### src/design/brb_mod.sv
`timescale 1ns / 1ps

// Restoring remainder unit: one dividend bit per cycle.
module brb_mod #(
  parameter int DW = 13,
  parameter int RW = 11
) (
  input  logic          clk,
  input  logic          rst,
  input  logic          start,
  input  logic [DW-1:0] dividend,
  input  logic [RW-1:0] divisor,
  output logic          done,
  output logic [RW-1:0] remainder
);

  localparam int CW = $clog2(DW + 1);

  logic          run;
  logic [CW-1:0] cnt;
  logic [DW-1:0] dvd;
  logic [RW-1:0] div_q;
  logic [RW:0]   trial;

  // Shift in the next dividend bit and subtract if it fits
  assign trial = {remainder, dvd[DW-1]};

  always_ff @(posedge clk) begin
    if (rst) begin
      run  <= 1'b0;
      done <= 1'b0;
      cnt  <= '0;
    end else begin
      done <= 1'b0;
      if (start) begin
        run <= 1'b1;
        cnt <= CW'(DW);
      end else if (run) begin
        cnt <= cnt - CW'(1);
        if (cnt == CW'(1)) begin
          run  <= 1'b0;
          done <= 1'b1;
        end
      end
    end
  end

  // Datapath
  always_ff @(posedge clk) begin
    if (start) begin
      dvd       <= dividend;
      div_q     <= divisor;
      remainder <= '0;
    end else if (run) begin
      dvd <= dvd << 1;
      if (trial >= {1'b0, div_q}) begin
        remainder <= RW'(trial - {1'b0, div_q});
      end else begin
        remainder <= RW'(trial);
      end
    end
  end

  a_rem_below_div: assert property (@(posedge clk) disable iff (rst)
    done |-> (remainder < div_q))
    else $error("remainder not below divisor");

endmodule

### config.mk
export PLATFORM = sky130hd
export DESIGN_NAME = brb_mod
export DESIGN_NICKNAME = d
export VERILOG_FILES = /design/src/design/brb_mod.sv
export SDC_FILE = /design/constraint.sdc
export NUM_CORES = 1
export LEC_CHECK = 0
export BUFFER_PORTS_ARGS = -buffer_cell sky130_fd_sc_hd__buf_2
export CAP_MARGIN = 25
export CORE_UTILIZATION = 55
export CTS_CLUSTER_DIAMETER = 60
export DETAILED_ROUTE_END_ITERATION = 7
export PLACE_DENSITY = 0.88
export SLEW_MARGIN = 0
export SYNTH_ARGS = -nofsm -noshare
export SYNTH_HDL_FRONTEND = slang
export SYNTH_SLANG_ARGS = --single-unit
### constraint.sdc
create_clock -name clk -period 3 [get_ports clk]
set_input_delay 0.45 -clock clk [delete_from_list [all_inputs] [get_ports clk]]
set_output_delay 0.45 -clock clk [all_outputs]
set_load 0.02 [all_outputs]
After elaboration in Yosys (flattened, before gate mapping)

Index checks and enable logic that the tools add are counted.

Flip-flop bits (word level): 41
ROM bits: 0
Bits in writable memories: 0
Logic and storage cells: 24
Bits in latches: 0
Input port bits: 27
Memories kept: 0
Output and inout bits: 12

Eq/ne operators: 1
Shift-type cells: 0
$lt $le $gt $ge: 1
Reductions and logical operators: 3
Bitwise gates (word level): 1
Muxes and demuxes: 9
Add/subtract/negate cells: 2
Divide/modulo/power cells: 0
Multiply operators: 0

Operator list:

| cell                | count |
|---|---|
| $mux 13             | 2 |
| $ge 12x11->1        | 1 |
| $mux 11             | 1 |
| $sub 11x11->11      | 1 |
| $mux 4              | 2 |
| $eq 4x1->1 const B  | 1 |
| $mux 1              | 4 |
| $sub 4x1->4 const B | 1 |
| $reduce_or 3->1     | 1 |
| $reduce_bool 2->1   | 1 |
| $reduce_or 2->1     | 1 |
| $not 1->1           | 1 |

Depth between registers and ports, before layout

Word-level depth: 4
Gate-level depth with buffers: 10
Mapped depth without buffers: 9

Worst setup path before layout

OpenSTA, ideal clock, no wires.

Path type: register to register
Start: register remainder[0]
End: register remainder[6]
Path slack: 388 ps
Arrival time: 2524 ps
Buffers on the path: 1
Stages on the path, launching flop included: 10
Clock period less this slack: 2612 ps
Path through: dfxtp_1 -> inv_1 -> fa_1 -> and2b_1 -> o22ai_2 -> a211o_1 -> and2_4 -> buf_6 -> or3b_1 -> a311oi_2

Word-level cells in the longest chain between the ends: 2
Elaborated cells between the ends (all ways): 3
Classes of those cells: 1 x add/sub; 1 x order compare; 1 x mux

Ends and longest elaborated chain:

| element                                               | RTL line | RTL |
|---|---|---|
| start, declared                                       | 14       | `output logic [RW-1:0] remainder` |
| start signal, assigned                                | 57       | `remainder <= RW'(trial - {1'b0, div_q});` |
| start signal, assigned                                | 59       | `remainder <= RW'(trial);` |
| $sub 11x11->11 / $ge 12x11->1 (equally long branches) | 57, 56   |  |
| $mux 11 (*)                                           | 56       | `if (trial >= {1'b0, div_q}) begin` |

Every way passes the cells marked *; elsewhere a longest branch is shown, timed or not.
A chain may end at the register's enable or synchronous reset.

Worst setup path after layout

Start: register dvd[12]
End: register remainder[6]

Word-level cells in the longest chain between the ends: 2
Elaborated cells between the ends (all ways): 3
Classes of those cells: 1 x add/sub; 1 x order compare; 1 x mux

Ends and longest elaborated chain:

| element                                               | RTL line | RTL |
|---|---|---|
| start, declared                                       | 21       | `logic [DW-1:0] dvd;` |
| start signal, assigned                                | 51       | `dvd <= dividend;` |
| start signal, assigned                                | 55       | `dvd <= dvd << 1;` |
| $sub 11x11->11 / $ge 12x11->1 (equally long branches) | 57, 56   |  |
| $mux 11 (*)                                           | 56       |  |

Marked as above.

==> impl_metrics.env <==
export IMPL_run_status="completed"
export IMPL_hold_buffers=0
export IMPL_first_global_vias=1605
export IMPL_io_buffers=38
export IMPL_antenna_left=0
export IMPL_p_switching_mw=0.345
export IMPL_ioPinCount=39
export IMPL_skew_ns=0.00776
export IMPL_clkPwrFrac_pct=29.9
export IMPL_clockBufferDepth=2
export IMPL_vias=1659
export IMPL_synth_area_mm2=0.00217
export IMPL_first_pass_iters=4
export IMPL_postSynth_topFlopCell="edfxtp_1"
export IMPL_synth_top_cell_area_share_pct=33.1
export IMPL_antenna_found_initial=0
export IMPL_internal_power_mw=0.899
export IMPL_cp_data_arrival_time_ns=2.86
export IMPL_fmax_mhz=378
export IMPL_drcViolationCount=0
export IMPL_path_class="flip-flop to flip-flop"
export IMPL_period_minus_slack_ns=2.64
export IMPL_min_period_over_period_pct=88.1
export IMPL_hold_viol=0
export IMPL_regToRegStartpoint="dvd[12]$_DFFE_PP_"
export IMPL_rows=22
export IMPL_worstHoldPathCells=1
export IMPL_seqPwrFrac_pct=53.4
export IMPL_pre_cts_ws_ns=0.427
export IMPL_grt_usage_pct=23.0
export IMPL_clk_pin_slew_ns=0.08
export IMPL_numClockSinks=41
export IMPL_wl_mm=4.32
export IMPL_syn_nets=249
export IMPL_slew_viol_final=0
export IMPL_grt_max_degree=35
export IMPL_rr_worst_depth=9
export IMPL_post_cts_resized=0
export IMPL_cts_htree_levels=2
export IMPL_core_area_mm2=0.00372
export IMPL_worstSetupEndpointType="flip-flop"
export IMPL_switching_share_pct=27.7
export IMPL_start_util_pct=58.5
export IMPL_p_leak_nw=1.10
export IMPL_setup_viol=0
export IMPL_final_cell_mix="buf_2 (38), edfxtp_1 (24), nor2_1 (20), inv_1 (18), nand2_1 (18)"
export IMPL_maxCapViolations=0
export IMPL_grt_overflow=0
export IMPL_crit_start="dvd[12]$_DFFE_PP_"
export IMPL_hold_class="primary input to flip-flop"
export IMPL_synth_edf_count=24
export IMPL_synth_top_area_cell="edfxtp_1"
export IMPL_whs_ns=0.313
export IMPL_yosysSeqAreaShare_pct=48.8
export IMPL_vdd_drop_max_mv=0.349
export IMPL_synth_area_top_cells="edfxtp_1 (33%), dfxtp_1 (16%), ha_1 (7.5%), mux2_2 (6.2%), nor2_1 (3.5%)"
export IMPL_cts_tree="done"
export IMPL_hold_start="divisor[3]"
export IMPL_syn_avg_cell_area_um2=10.5
export IMPL_cts_made_buffers=5
export IMPL_clk_latency_ns=0.31
export IMPL_num_fill_cells=302
export IMPL_post_cts_buffers=0
export IMPL_fin_ws_ns=0.358
export IMPL_rsz0062_at_grt="false"
export IMPL_hold_path_endpoint="div_q[3]$_DFFE_PP_"
export IMPL_layout_drive_gt1_share_pct=25.9
export IMPL_ys_ff_latch=41
export IMPL_slew_headroom_pct=54.8
export IMPL_fin_tns_setup_ns=0
export IMPL_syn_inst=208
export IMPL_pwr_share_comb_pct=16.7
export IMPL_yosysUniqueCellTypes=48
export IMPL_async_reset_ff_share_pct=0
export IMPL_die_w_um=64.9
export IMPL_critPathRequiredTime_ns=3.22
export IMPL_viasPerCell=5.55
export IMPL_fp_dieH_um=64.9
export IMPL_r2r_end="remainder[6]$_SDFFE_PP0P_"
export IMPL_critPathLaunchType="flip-flop"
export IMPL_dp_hpwl_mm=3.08
export IMPL_ys_warn_count=0
export IMPL_grt_pass1_wl_mm=7.21
export IMPL_diodes=0
export IMPL_powerDensity_mw_per_mm2=497
export IMPL_reg2reg_setup_slack_ns=0.36
export IMPL_layout_nets=291
export IMPL_final_common_cell="buf_2"
export IMPL_worst_pin_slew_ns=0.678
export IMPL_globalplace_congestion=0.876
export IMPL_drtIter0Drc=110
export IMPL_routedWlPerCell_um=14.4
export IMPL_cts_root_buf="clkbuf_8"
export IMPL_dieArea_mm2=0.00421
export IMPL_area_delta_synth_final_pct=15.0
export IMPL_crit_fanout=8
-- per-stage QoR --
step / utilization [%] / instances / cell area, um^2 / power, mW
final: 67.3 / 299 / 2500 / 1.24
after CTS: 67.3 / 299 / 2500 / 1.25
after floorplan: - / 208 / 2170 / 0.819
after global routing: 67.3 / 299 / 2500 / 1.30
after detailed placement: 64.8 / 291 / 2410 / 0.882
after global placement: 64.8 / 291 / 2410 / 0.873
-- flip-flops by register name, indices dropped and copies added, names as in the netlist --
name / cells
done: 1
remainder: 11
div_q: 11
cnt: 4
run: 1
dvd: 13
-- how the worst max path moves through the flow --
| stage | end | slack (ns) | cells past startpoint |
|---|---|---|---|
| final | remainder[6]$_SDFFE_PP0P_ | 0.36 | 9 |
| after global routing | remainder[6]$_SDFFE_PP0P_ | 0.22 | 9 |
| after CTS | remainder[6]$_SDFFE_PP0P_ | 0.39 | 9 |
| after detailed placement | remainder[6]$_SDFFE_PP0P_ | 0.43 | 9 |
| after global placement | remainder[6]$_SDFFE_PP0P_ | 0.46 | 9 |
| after floorplan | remainder[6]$_SDFFE_PP0P_ | 0.39 | 9 |
-- kinds of logic after synthesis --
kind of cell / after synthesis / synth area share, %
and+or+nand+nor: 62 / 13.7
AOI/OAI and AO/OA: 48 / 15.0
DFF: 41 / 48.8
buffers and inverters: 22 / 4.14
muxes: 14 / 7.13
adders and majority gates: 14 / 8.40
xor gates and xnor gates: 7 / 2.82
-- synth_stat cells, types with 2 or more instances --
library cell  count
ha_1             13
xnor2_1           3
mux2i_1           2
nor3_1            4
or3_1             2
o21a_1            3
o211ai_1          2
buf_1             2
a21oi_1          11
xor2_1            4
nand4_1           2
a22o_1            2
nor2b_1           2
edfxtp_1         24
nand2_1          18
o21ai_0          14
nand3_1           2
a211oi_1          2
nor2_1           20
nand2b_1          3
dfxtp_1          17
o221a_2           2
inv_1            18
mux2_2           12
-- worst max-delay path, stage by stage, from the launching register on --
cell	delay, ns
edfxtp_1	0.35
inv_1	0.04
ha_1	0.22
fa_1	0.42
and2b_1	0.25
o22ai_2	0.10
a211o_1	0.36
and2_4	0.20
or3b_1	0.39
a311oi_2	0.23
-- layout make-up --
| cell class | instances | area [um^2] | share of cell area [%] |
|---|---|---|---|
| Clock buffer | 5 | 68.8 | 2.75 |
| Clock inverter | 3 | 22.5 | 0.900 |
| Inverter | 18 | 67.6 | 2.70 |
| Multi-Input combinational cell | 145 | 1020 | 40.9 |
| Sequential cell | 41 | 1060 | 42.4 |
| Tap cell | 48 | 60.1 | 2.40 |
| Timing Repair Buffer | 39 | 198 | 7.90 |
-- power by group through the flow --
stage	registers, mW	clock network [mW]	logic (mW)
after global routing	0.669	0.398	0.233
after detailed placement	0.677	0	0.205
after global placement	0.675	0	0.198
final	0.664	0.372	0.208
after CTS	0.664	0.377	0.208
after floorplan	0.676	0	0.143
-- per-layer routing --
layer	track usage (%)	routed length (um)	part of all wire, %	vias to the layer above
met5	0	0	0	-
met4	12.5	124	2.9	0
met3	5.46	253	5.9	13
met2	38.8	2090	48	47
met1	26.8	1850	43	761
li1	-	-	-	838
No activity file was read; power rests on OpenSTA's default activity.
